$ cat src/afr_pkg.sv
// Shared types and constants of the attitude frame receiver.
package afr_pkg;

  localparam logic [7:0] HDR_BYTE  = 8'h39;
  localparam logic [7:0] TAIL_BYTE = 8'hFF;

  localparam int FRAME_LEN = 27;
  localparam int IDX_W     = $clog2(FRAME_LEN);
  localparam int TAIL_POS  = 22;
  localparam int SPEED_POS = 16;
  localparam int STAMP_POS = 23;
  localparam int COLOR_POS = 20;
  localparam int MODE_POS  = 21;

  localparam logic [IDX_W-1:0] LAST_IDX = IDX_W'(FRAME_LEN - 1);

  localparam int FIFO_DEPTH = 4;
  localparam int FIFO_PTR_W = $clog2(FIFO_DEPTH);
  localparam int FIFO_CNT_W = $clog2(FIFO_DEPTH + 1);

  // Configuration register indexes.
  localparam logic CFG_USE_FIXED  = 1'b0;
  localparam logic CFG_FIXED_BITS = 1'b1;

  // One payload byte as handed from the front to the back.
  typedef struct packed {
    logic [IDX_W-1:0] index;
    logic             last;
    logic [7:0]       data;
  } afr_item_t;

  // Decoded result of one good frame.
  typedef struct packed {
    logic [31:0] time_stamp;
    logic [1:0]  aim_mode;
    logic [7:0]  target_colour;
    logic [31:0] speed_bits;
    logic [31:0] quat_z_bits;
    logic [31:0] quat_y_bits;
    logic [31:0] quat_x_bits;
    logic [31:0] quat_w_bits;
  } afr_result_t;

endpackage

$ cat src/attitude_frame_receiver.sv
// Top level of the attitude frame receiver: ports, configuration and wiring.
//
// The attitude frame receiver takes one serial byte per stream transaction and
// turns frames of the form 0x39 0x39 followed by 27 payload bytes into decoded
// attitude results. It accepts one byte in every clock cycle for as long as the
// result side keeps up; the input only stalls when the four-entry queue between
// the header hunter and the frame decoder is full, and that queue only fills
// while a finished result is waiting to be taken. The final payload byte of a
// frame passes through the queue and then into the result register, and frames
// whose payload byte 22 is not 0xFF are dropped without any output. Payload
// bytes are never checked for headers.
// Configuration writes (index 0: use the fixed bullet speed, index 1: its
// single-precision bit pattern) are always accepted and should be made while
// no frame is in flight.
module attitude_frame_receiver import afr_pkg::*; (
  input  logic         clk,
  input  logic         rst,
  // Received bytes.
  input  logic         s_tvalid,
  output logic         s_tready,
  input  logic [7:0]   s_tdata,    // [7:0] rx_byte
  // Decoded frames.
  output logic         m_tvalid,
  input  logic         m_tready,
  output logic [207:0] m_tdata,    // [31:0] quat_w_bits, [63:32] quat_x_bits,
                                   // [95:64] quat_y_bits, [127:96] quat_z_bits,
                                   // [159:128] speed_bits, [167:160] target_colour,
                                   // [169:168] aim_mode, [201:170] time_stamp,
                                   // [207:202] zero
  // Configuration writes.
  input  logic         cfg_valid,
  output logic         cfg_ready,
  input  logic         cfg_index,
  input  logic [31:0]  cfg_data
);

  logic        use_fixed_speed;
  logic [31:0] fixed_speed_bits;

  logic        fifo_full;
  logic        fifo_not_empty;
  logic        push;
  logic        pop;
  afr_item_t   push_item;
  afr_item_t   head;
  afr_result_t result;

  // The register file takes a write in every cycle.
  assign cfg_ready = 1'b1;

  always_ff @(posedge clk) begin
    if (rst) begin
      use_fixed_speed  <= 1'b0;
      fixed_speed_bits <= '0;
    end else if (cfg_valid) begin
      unique case (cfg_index)
        CFG_USE_FIXED:  use_fixed_speed  <= cfg_data[0];
        CFG_FIXED_BITS: fixed_speed_bits <= cfg_data;
        default:        ;
      endcase
    end
  end

  // Bytes are taken whenever the queue has room, also during the header hunt,
  // so that the hunt never waits on a result that has not been collected.
  assign s_tready = !fifo_full;

  afr_front u_front (
    .clk     (clk),
    .rst     (rst),
    .accept  (s_tvalid && s_tready),
    .rx_byte (s_tdata),
    .push    (push),
    .item    (push_item)
  );

  afr_fifo u_fifo (
    .clk       (clk),
    .rst       (rst),
    .push      (push),
    .push_item (push_item),
    .pop       (pop),
    .full      (fifo_full),
    .not_empty (fifo_not_empty),
    .head      (head)
  );

  afr_back u_back (
    .clk              (clk),
    .rst              (rst),
    .item_valid       (fifo_not_empty),
    .item             (head),
    .pop              (pop),
    .use_fixed_speed  (use_fixed_speed),
    .fixed_speed_bits (fixed_speed_bits),
    .out_valid        (m_tvalid),
    .out_ready        (m_tready),
    .result           (result)
  );

  // The result struct is laid out with the first field in the highest bits.
  assign m_tdata = {6'd0, result};

endmodule

$ cat src/afr_front.sv
// Front end: header hunt and payload byte numbering.
module afr_front import afr_pkg::*; (
  input  logic      clk,
  input  logic      rst,
  input  logic      accept,
  input  logic [7:0] rx_byte,
  output logic      push,
  output afr_item_t item
);

  logic             in_payload;
  logic [7:0]       prev_byte;
  logic [IDX_W-1:0] byte_index;
  logic             is_last;

  assign is_last    = (byte_index == LAST_IDX);
  assign push       = accept && in_payload;
  assign item.index = byte_index;
  assign item.last  = is_last;
  assign item.data  = rx_byte;

  always_ff @(posedge clk) begin
    if (rst) begin
      in_payload <= 1'b0;
      prev_byte  <= '0;
      byte_index <= '0;
    end else if (accept) begin
      if (!in_payload) begin
        if (prev_byte == HDR_BYTE && rx_byte == HDR_BYTE) begin
          in_payload <= 1'b1;
          byte_index <= '0;
          prev_byte  <= '0;
        end else begin
          prev_byte <= rx_byte;
        end
      end else if (is_last) begin
        in_payload <= 1'b0;
        byte_index <= '0;
        prev_byte  <= '0;
      end else begin
        byte_index <= byte_index + 1'b1;
      end
    end
  end

endmodule

$ cat src/afr_fifo.sv
// Short queue of payload bytes between the front and the back.
module afr_fifo import afr_pkg::*; (
  input  logic      clk,
  input  logic      rst,
  input  logic      push,
  input  afr_item_t push_item,
  input  logic      pop,
  output logic      full,
  output logic      not_empty,
  output afr_item_t head
);

  afr_item_t             entries [FIFO_DEPTH];
  logic [FIFO_PTR_W-1:0] wr_ptr;
  logic [FIFO_PTR_W-1:0] rd_ptr;
  logic [FIFO_CNT_W-1:0] count;

  assign full      = (count == FIFO_CNT_W'(FIFO_DEPTH));
  assign not_empty = (count != '0);
  assign head      = entries[rd_ptr];

  always_ff @(posedge clk) begin
    if (push) begin
      entries[wr_ptr] <= push_item;
    end
  end

  always_ff @(posedge clk) begin
    if (rst) begin
      wr_ptr <= '0;
      rd_ptr <= '0;
      count  <= '0;
    end else begin
      if (push) begin
        wr_ptr <= wr_ptr + 1'b1;
      end
      if (pop) begin
        rd_ptr <= rd_ptr + 1'b1;
      end
      if (push && !pop) begin
        count <= count + 1'b1;
      end else if (pop && !push) begin
        count <= count - 1'b1;
      end
    end
  end

endmodule

$ cat src/afr_back.sv
// Back end: payload store, tail check, field decode and result register.
module afr_back import afr_pkg::*; (
  input  logic        clk,
  input  logic        rst,
  input  logic        item_valid,
  input  afr_item_t   item,
  output logic        pop,
  input  logic        use_fixed_speed,
  input  logic [31:0] fixed_speed_bits,
  output logic        out_valid,
  input  logic        out_ready,
  output afr_result_t result
);

  // The final byte is used straight from the queue, so the store holds one less.
  logic [7:0]  store [FRAME_LEN-1];
  logic        emit;
  logic [7:0]  mode_byte;
  afr_result_t decoded;

  function automatic logic [31:0] be32(input logic [7:0] b0, input logic [7:0] b1,
                                       input logic [7:0] b2, input logic [7:0] b3);
    return {b0, b1, b2, b3};
  endfunction

  // A last byte waits while a result is still unclaimed; other bytes always go.
  assign pop  = item_valid && (!item.last || !out_valid || out_ready);
  assign emit = pop && item.last && (store[TAIL_POS] == TAIL_BYTE);

  assign mode_byte = store[MODE_POS];

  always_comb begin
    decoded.quat_w_bits   = be32(store[0], store[1], store[2], store[3]);
    decoded.quat_x_bits   = be32(store[4], store[5], store[6], store[7]);
    decoded.quat_y_bits   = be32(store[8], store[9], store[10], store[11]);
    decoded.quat_z_bits   = be32(store[12], store[13], store[14], store[15]);
    decoded.speed_bits    = use_fixed_speed ? fixed_speed_bits :
                            be32(store[SPEED_POS], store[SPEED_POS+1],
                                 store[SPEED_POS+2], store[SPEED_POS+3]);
    decoded.target_colour = store[COLOR_POS];
    decoded.aim_mode      = (mode_byte > 8'd3) ? 2'd0 : mode_byte[1:0];
    decoded.time_stamp    = be32(store[STAMP_POS], store[STAMP_POS+1],
                                 store[STAMP_POS+2], item.data);
  end

  always_ff @(posedge clk) begin
    if (pop && !item.last) begin
      store[item.index] <= item.data;
    end
    if (emit) begin
      result <= decoded;
    end
  end

  always_ff @(posedge clk) begin
    if (rst) begin
      out_valid <= 1'b0;
    end else if (emit) begin
      out_valid <= 1'b1;
    end else if (out_ready) begin
      out_valid <= 1'b0;
    end
  end

endmodule
$ cat config.mk
export PLATFORM = sky130hd
export DESIGN_NAME = attitude_frame_receiver
export DESIGN_NICKNAME = d
export VERILOG_FILES = /design/src/afr_pkg.sv /design/src/attitude_frame_receiver.sv /design/src/afr_front.sv /design/src/afr_fifo.sv /design/src/afr_back.sv
export SDC_FILE = /design/constraint.sdc
export NUM_CORES = 1
export LEC_CHECK = 0
export ABC_AREA = 1
export ABC_CLOCK_PERIOD_IN_PS = 15800
export BUFFER_PORTS_ARGS = -buffer_cell sky130_fd_sc_hd__buf_4
export CAP_MARGIN = 5
export CORE_MARGIN = 10
export CORE_UTILIZATION = 48
export DETAILED_ROUTE_END_ITERATION = 8
export PLACE_DENSITY = 0.7
export SLEW_MARGIN = 10
export SYNTH_ARGS = -nofsm -noshare
export SYNTH_HDL_FRONTEND = slang
export SYNTH_SLANG_ARGS = --single-unit
$ cat constraint.sdc
create_clock -name clk -period 15.8 [get_ports clk]
set_input_delay 2.37 -clock clk [delete_from_list [all_inputs] [get_ports clk]]
set_output_delay 2.37 -clock clk [all_outputs]
set_load 0.01 [all_outputs]
# After elaboration in Yosys (flattened, before gate mapping)

Memories as Yosys holds them, arrays and structs flattened. A register that Yosys moved wholly into a read port is not among the register bits.
Cells that the tools add are included.
Widths: inputs -> output; s select.

Logic and storage cells: 71
Output and inout port bits: 211
Memories kept: 2
Register bits after elaboration: 121
Memory bits (writable): 264
Bits of input ports: 46

Memories:

| memory         | depth | width | rd ports | clocked after memory_dff | write ports | RTL line       | RTL |
|---|---|---|---|---|---|---|---|
| u_back.store   | 26    | 8     | 26       | 20                       | 1           | afr_back.sv:16 | `logic [7:0] store [FRAME_LEN-1];` |
| u_fifo.entries | 4     | 14    | 1        | 1                        | 1           | afr_fifo.sv:13 | `afr_item_t entries [FIFO_DEPTH];` |

Magnitude comparators: 1
Reduce and logical (&&, ||, !) cells: 24
$add $sub $neg: 5
Equality and inequality tests: 6
Mux-type cells: 20
Bitwise operators: 1

Operator list:

| operator            | count |
|---|---|
| $mux 32             | 1 |
| $mux 8              | 3 |
| $eq 8x6->1 const B  | 2 |
| $mux 5              | 3 |
| $logic_and 1x1->1   | 9 |
| $mux 1              | 9 |
| $eq 8x8->1 const B  | 1 |
| $gt 8x2->1 const B  | 1 |
| $reduce_and 2->1    | 4 |
| $mux 3              | 2 |
| $reduce_bool 2->1   | 3 |
| $add 5x1->5 const B | 1 |
| $eq 5x5->1 const B  | 1 |
| $logic_not 1->1     | 5 |
| $add 2x1->2 const B | 2 |
| $mux 2              | 2 |
| $add 3x1->3 const B | 1 |
| $eq 3x3->1 const B  | 1 |
| $reduce_bool 3->1   | 1 |
| $sub 3x1->3 const B | 1 |
| $logic_or 1x1->1    | 2 |
| $ne 2x2->1 const B  | 1 |
| $not 1->1           | 1 |

# Logic depth before layout (Yosys ltp)

Gate-level depths: netlist (run 1).

Word-level depth: 8
Mapped depth: 13
Depth with buffers taken out: 13

# By module

From an unflattened synthesis (run 1), not the netlist that was laid out.

Cell total of the unflattened synthesis: 1002
Area, all modules: 18137.4 um^2

By module, submodules not included:

| module                  | cells each | times used | area an instance (um^2) |
|---|---|---|---|
| afr_back                | 523        | 1          | 13191.4 |
| afr_fifo                | 194        | 1          | 2539.9 |
| attitude_frame_receiver | 164        | 1          | 1571.5 |
| afr_front               | 121        | 1          | 834.6 |

# Least setup slack after synthesis (run 1)

Ideal clock, no wire load.

Path type: input to register
Start: in m_tready
End: reg, netlist name m_tdata[0]
Data arrival time: 11.036 ns
Setup slack: 3.991 ns
Stages: 4
Cells stage by stage: nor2_1 > nand3_2 > nand2_4 > nor2_1

Cells in the longest elaborated chain, start to end: 4

Ends and longest elaborated chain:

| item                           | RTL line                      | RTL |
|---|---|---|
| from (decl)                    | attitude_frame_receiver.sv:24 | `input logic m_tready,` |
| $logic_or 1x1->1               | afr_back.sv:27                | `assign pop = item_valid && (!item.last \|\| !out_valid \|\| out_ready);` |
| $logic_and 1x1->1              | afr_back.sv:27                |  |
| $logic_and 1x1->1 (2 in a row) | afr_back.sv:28                | `assign emit = pop && item.last && (store[TAIL_POS] == TAIL_BYTE);` |
| via u_back.emit                | afr_back.sv:17                | `logic emit;` |

The timed path passes the listed nets, and every way through them passes these cells.
A chain may end at the register's enable or synchronous reset.

# Final worst setup path (run 1)

Start: in m_tready
End: reg, netlist name m_tdata[186]

Cells in the longest elaborated chain, start to end: 4

Ends and longest elaborated chain:

| item                           | RTL line |
|---|---|
| $logic_or 1x1->1               | afr_back.sv:27 |
| $logic_and 1x1->1              | afr_back.sv:27 |
| $logic_and 1x1->1 (2 in a row) | afr_back.sv:28 |
| via u_back.emit                | afr_back.sv:17 |

The timed path passes the listed nets, and every way through them passes these cells.

==> flow_summary.ini, run 1 <==
[synth]
synth_area_um2 = 17500
number_of_enable_type_register_cells_in_the_synthesized_netlist = 466
synth.distinct_cells = 30
synth.ff_latch_count = 523
synth_compound_area_share_pct = 2.54
synth_xor_xnor_area_share_pct = 0.200
dominantRegCellSynth = edfxtp_1
dominant_combinational_cell_family_by_area_after_synthesis = simple AND/OR/NAND/NOR gates
synthesis.area_per_instance_um2 = 17.9
ys_seq_area_share_pct = 86.4
yosys.area_share.adder_pct = 0.615
muxShareOfSynthArea_pct = 2.06
netlist_instances = 978
yosys_warnings = 0
post_synth_and_or_nand_nor_area_fraction_pct = 6.36
postSynth.asyncResetShare_pct = 0

[worst_setup_path]
cp-end-kind = flip-flop
criticalPathCategory = in2reg
data_required_critical_path_ps = 15980
worst_setup_path_start_kind = primary input
crit_arrival_ps = 4460
worst-path-max-fanout = 80

[sta]
tightest_slew_ps = 1200
timing.final.crit_period_ps = 4280
grt_setup_unrepaired = no
skew_ps = 26.9
clock.fmax_mhz = 234
timing.setup.tns_ps = 0
post-route-period-util_pct = 27.1
timing.final.max_slew_violations = 0
setup_violating_endpoint_count_in_the_final_report = 0
slew_headroom_pct = 19.8
timing_hold_violations_final = 0
whs_ps = 407
final_critical_path_setup_slack_ps = 11520

[floorplanning]
die_area_um2 = 44500
die_width_um = 211
fp-row-count = 69
core-area_um2 = 35700
die_height_um = 211
io_pins = 257
floorplan.initialDensity_pct = 49.0

[flow_run]
drv.max_cap_violation_count = 0

[place]
dp_hpwl_um = 24400
io_buffers = 249
globalplace.congestion = 0.747
dp_worst_setup_slack_ps = 10890

[final_layout]
num_antenna_cells = 0
layout.core_utilization_pct = 60.3
fillerInstances = 2648
synthToLayoutAreaGrowth_pct = 23.1
fraction_of_layout_cells_with_a_size_suffix_above_1_pct = 30.0
finish.net_count = 1321

[routing]
met3_wirelength_um = 2370
wirelength_um = 38100
routed-via-count = 8939
met2_wirelength_um = 19200
vias_per_cell = 5.06
drt_iter0_markers = 544
routedWlPerCell_um = 21.6
drt-pass1-iter-count = 5
detail-route-antenna-nets = 0
top_layer_used = met4
wl_met1_um = 15800
drc_errors = 0

[global_route]
antenna_found_initial = 0
grt-ovfl-total = 0
grt_start_max_net_pins = 81
via_count_of_the_first_global_routing_pass = 9128
grt.total_usage_pct = 16.7
grt_pass1_wl_um = 56500

[clocking]
tritoncts = built
clock_tree.htree_level_count = 2
clock_sinks = 523
clkSlewWorstSetupHoldPaths_ps = 60
cts_repair_resize_count = 0
cts_setup_buffers = 0
cts_max_path_buffers = 3
post_cts_hold_buffer_count = 0
cts_buf_count = 50
worstSkewPairLatency_ps = 560
cts_root_buffer = clkbuf_16

[power_and_ir_drop]
ir_drop_mv = 0.0972
power_mw = 3.22
powerDensity_nw_per_um2 = 149
total_leakage_power_nw = 7.62

[outcome]
run_status = finished, final reports clean

[worst_hold_path]
hold_path.class = reg2reg
==> cell type report <==
cell class	instances	area, um2	share of cell area, %
Tap cell	461	577	2.68
Timing Repair Buffer	263	1970	9.16
Sequential cell	523	15100	70.2
Inverter	37	139	0.644
Multi-Input combinational cell	392	2210	10.2
Clock inverter	24	161	0.749
Clock buffer	66	1360	6.32
==> flip-flops by register name, summed over array words and instances (netlist names), named ones only <==
signal	count
u_back.result	42
u_back.out_valid	1
u_fifo.count	3
u_front.prev_byte	8
m_tdata	160
u_fifo.rd_ptr	2
u_back.store	208
u_front.in_payload	1
u_fifo.entries	56
use_fixed_speed	1
fixed_speed_bits	32
u_fifo.wr_ptr	2
u_front.byte_index	5
==> cells by family after synthesis <==
kind of cell             after synthesis
adder cells (fa/ha/maj)                8
multiplexers                          32
AO/OA/AOI/OAI                         87
other                                  2
buffers and inverters                 68
XOR/XNOR                               4
AND/OR/NAND/NOR                      254
flip-flops                           523
==> layer usage <==
metal / GRT usage, % / up-vias
met5: 0 / -
met2: 28.5 / 296
met3: 3.40 / 66
li1: - / 4157
met1: 21.4 / 4420
met4: 4.57 / 0
==> final timing paths <==
path	startpoint	end	slack (ps)	cells past startpoint
min	u_back.store[23][4]	m_tdata[198]	410	0
max	m_tready	m_tdata[186]	11520	7
min reg2reg	u_back.store[23][4]	m_tdata[198]	410	0
max reg2reg	flip-flop	m_tdata[186]	12300	9
==> per-stage QoR <==
step | instances | area (um2)
floorplan | 983 | 17500
global placement | 1676 | 20000
detailed placement | 1676 | 20000
CTS | 1766 | 21600
global route | 1766 | 21600
finish | 1766 | 21600
==> synth_stat cells, types with 2 or more instances <==
cell | number | area, um2
buf_4 | 8 | 60.1
a21oi_1 | 21 | 105
mux2_2 | 32 | 360
nand2_1 | 65 | 244
nand2_4 | 2 | 22.5
inv_1 | 33 | 124
xor2_1 | 4 | 35.0
nand3_1 | 38 | 190
nor2_1 | 131 | 492
nand3_2 | 4 | 40.0
conb_1 | 2 | 7.51
clkbuf_1 | 12 | 45.0
o21ai_0 | 58 | 290
dfxtp_1 | 57 | 1140
edfxtp_1 | 466 | 14000
o22ai_1 | 8 | 50.1
ha_1 | 7 | 87.6
nand2_2 | 4 | 25.0
nand4_1 | 3 | 18.8
inv_2 | 4 | 15.0
nand3_4 | 2 | 35.0
buf_2 | 9 | 45.0
==> worst max-delay path, cell delays in order <==
cell     delay [ps]
buf_4            80
nor2_1           60
nand3_2         100
nand2_4         110
nor2_4          130
buf_4           660
buf_4           890
==> report_power, final <==
part / leakage, nW / switching, mW / internal (mW)
Combinational: 2.24 / 0.356 / 0.0968
Clock: 0.745 / 0.476 / 0.622
Sequential: 4.63 / 0.0178 / 1.65
Total: 7.62 / 0.849 / 2.37
==> cells in the final DEF, fill, tap and decap left out, types with 7 or more instances in the layout <==
master / instances
edfxtp_1: 466
buf_4: 263
nor2_1: 129
nand2_1: 65
o21ai_0: 58
dfxtp_1: 57
clkbuf_16: 51
nand3_1: 38
inv_1: 33
mux2_2: 32
a21oi_1: 21
clkbuf_1: 12
clkinv_1: 11
o22ai_4: 8
ha_1: 7
conb_1: 7
clkinv_2: 7
No activity file was read; power rests on OpenSTA's default activity.
==> inputs of run 2 (changes only) <==
--- a/config.mk
+++ b/config.mk
@@ -5,14 +5,14 @@
 export SDC_FILE = /design/constraint.sdc
 export NUM_CORES = 1
 export LEC_CHECK = 0
-export ABC_AREA = 1
-export ABC_CLOCK_PERIOD_IN_PS = 15800
+export ABC_AREA = 0
+export ABC_CLOCK_PERIOD_IN_PS = 3630
 export BUFFER_PORTS_ARGS = -buffer_cell sky130_fd_sc_hd__buf_4
 export CAP_MARGIN = 5
 export CORE_MARGIN = 10
 export CORE_UTILIZATION = 48
 export DETAILED_ROUTE_END_ITERATION = 8
-export PLACE_DENSITY = 0.7
+export PLACE_DENSITY = 0.73
 export SLEW_MARGIN = 10
 export SYNTH_ARGS = -nofsm -noshare
 export SYNTH_HDL_FRONTEND = slang
==> constraint.sdc (replaced) <==
create_clock -name clk -period 3.63 [get_ports clk]
set_input_delay 0.5445 -clock clk [delete_from_list [all_inputs] [get_ports clk]]
set_output_delay 0.5445 -clock clk [all_outputs]
set_load 0.01 [all_outputs]
==> run 2 against run 1 <==
Compared with the run above:
- global-route usage fell by 0.47 points
- critical path depth down 3
- final cell count is 8.1% lower
- critical path type is now reg2reg
- core utilization decreased by 0.33 points
- worst hold slack got worse by 180 ps
- total power rose to 4.1 times the previous value
- sequential cell count unchanged
==> flow_summary.ini, run 2 <==
[outcome]
run_status = finished, final reports clean

[final_layout]
fillerInstances = 2514
largest_reg_flops = 208
multi_input_area_um2 = 2020
sequential_cell_area_um2 = 15100
largest_register = u_back.store
finish.net_count = 1176
most_frequent_cells_in_the_layout = 466 x edfxtp_1, 257 x buf_4, 72 x nand2_1
synthToLayoutAreaGrowth_pct = 23.2
fraction_of_layout_cells_with_a_size_suffix_above_1_pct = 34.1
final_common_cell = edfxtp_1
finalInstanceArea_um2 = 21300
num_antenna_cells = 0

[floorplanning]
die_height_um = 210
fp-row-count = 69
core-area_um2 = 35600
die_width_um = 210
io_pins = 257
floorplan.initialDensity_pct = 48.7
die_area_um2 = 44100

[sta]
final_critical_path_setup_slack_ps = 863
setup_violating_endpoint_count_in_the_final_report = 0
post-route-period-util_pct = 76.2
skew_ps = 19.0
timing_hold_violations_final = 0
timing.final.max_slew_violations = 0
slew_headroom_pct = 18.6
grt_setup_unrepaired = no
timing.setup.tns_ps = 0
clock.fmax_mhz = 361
whs_ps = 226
tightest_slew_ps = 1220
timing.final.crit_period_ps = 2770

[synth]
synth.most_common_cell = edfxtp_1
synth.top_cells.by_count = 466 x edfxtp_1, 72 x nand2_1, 57 x dfxtp_1
ys_seq_area_share_pct = 87.4
netlist.top_cell.by_area = edfxtp_1
synth.distinct_cells = 54
synth_area_um2 = 17300
postSynth.asyncResetShare_pct = 0
number_of_enable_type_register_cells_in_the_synthesized_netlist = 466
netlist_instances = 835
yosys_warnings = 0
synthesis.area_per_instance_um2 = 20.7
synth.ff_latch_count = 523
synth.top_cells.by_area = edfxtp_1 81%, dfxtp_1 6.6%, mux2_2 2.1%
dominantRegCellSynth = edfxtp_1
yosysTopAreaCellShare_pct = 80.8

[worst_setup_path]
criticalPathCategory = reg2reg
cp-end-kind = flip-flop
data_required_critical_path_ps = 3820
crit_arrival_ps = 2960
worst-path-max-fanout = 14
worst_setup_path_start_kind = flip-flop

[routing]
routedWlPerCell_um = 22.7
drt_iter0_markers = 529
wirelength_um = 36800
vias_per_cell = 5.13
drc_errors = 0
routed-via-count = 8325
detail-route-antenna-nets = 0
drt-pass1-iter-count = 4

[place]
dp_worst_setup_slack_ps = 809
io_buffers = 249
globalplace.congestion = 0.761
place_area_um2 = 19800
dp_hpwl_um = 23600

[worst_hold_path]
hold_path.class = in2reg

[power_and_ir_drop]
power_mw = 13.1
power.internal_mw = 10.1
ir_drop_mv = 0.480
p_clk_share_pct = 37.5
netSwitchingPower_mw = 2.95
total_leakage_power_nw = 7.37
swShare_pct = 22.6
register_share_of_total_power_pct = 54.4
power.share.combinational_pct = 8.1
powerDensity_nw_per_um2 = 612

[global_route]
antenna_found_initial = 0
global_route.usage.met3_pct = 3.73
via_count_of_the_first_global_routing_pass = 8809
grt_pass1_wl_um = 54200
grt_busiest_layer = met2
grt.met2_usage_pct = 28.2
grt-ovfl-total = 0
use_met1_pct = 20.0
grt.total_usage_pct = 16.3
grt_start_max_net_pins = 51

[clocking]
cts_max_path_buffers = 3
cts_setup_buffers = 0
tritoncts = built
cts_root_buffer = clkbuf_16
cts_buf_count = 48
cts_repair_resize_count = 0
worstSkewPairLatency_ps = 560
clock_sinks = 523
post_cts_hold_buffer_count = 0
clkSlewWorstSetupHoldPaths_ps = 60
clock_tree.htree_level_count = 2

[flow_run]
drv.max_cap_violation_count = 0
## run 2: layout make-up
class	count	area share (%)
Sequential cell	523	70.9
Multi-Input combinational cell	281	9.47
Timing Repair Buffer	261	9.42
Clock buffer	57	5.93
Tap cell	461	2.70
Clock inverter	33	1.42
Inverter	7	0.123
## run 2: layer usage
layer	share of wire [%]	vias to the layer above
li1	-	3768
met1	40	4193
met2	51	304
met3	6.8	60
met4	2.2	0
met5	0	-
## run 2: path summary, 6_finish.rpt
kind / cells past startpoint / slack (ps) / end / from
min reg2reg: 0 / 410 / m_tdata[200] / u_back.store[23][6]
max: 4 / 860 / u_back.store[3][3] / flip-flop
min: 1 / 230 / u_fifo.entries[2][0] / s_tdata[0]
max reg2reg: 4 / 860 / u_back.store[3][3] / flip-flop
## run 2: logic make-up after synthesis
group / share of synthesized area [%]
AOI/OAI and AO/OA: 2.29
xor gates and xnor gates: 0.253
adders and majority gates: 0.621
buffers and inverters: 1.08
DFF: 87.4
muxes: 4.07
other: 0.0434
and+or+nand+nor: 4.25
## run 2: power groups by stage
stage	clock [mW]	combinational, mW	sequential (mW)
3_3_place_gp	0	1.05	7.23
4_1_cts	4.99	1.07	7.11
2_1_floorplan	0	0.640	7.18
6_report	4.90	1.05	7.11
3_5_place_dp	0	1.07	7.24
5_1_grt	5.23	1.13	7.13
## run 2: critical path: stages (launching register included)
cell	delay (ps)
dfxtp_1	760
mux4_2	520
nor2_8	210
nand3_2	270
nor2_1	630
## run 2: through the flow
stage | utilization, % | instances
after floorplan | - | 840
after global placement | 55.6 | 1533
after detailed placement | 55.6 | 1533
after CTS | 60.0 | 1623
after global routing | 60.0 | 1623
final | 60.0 | 1623
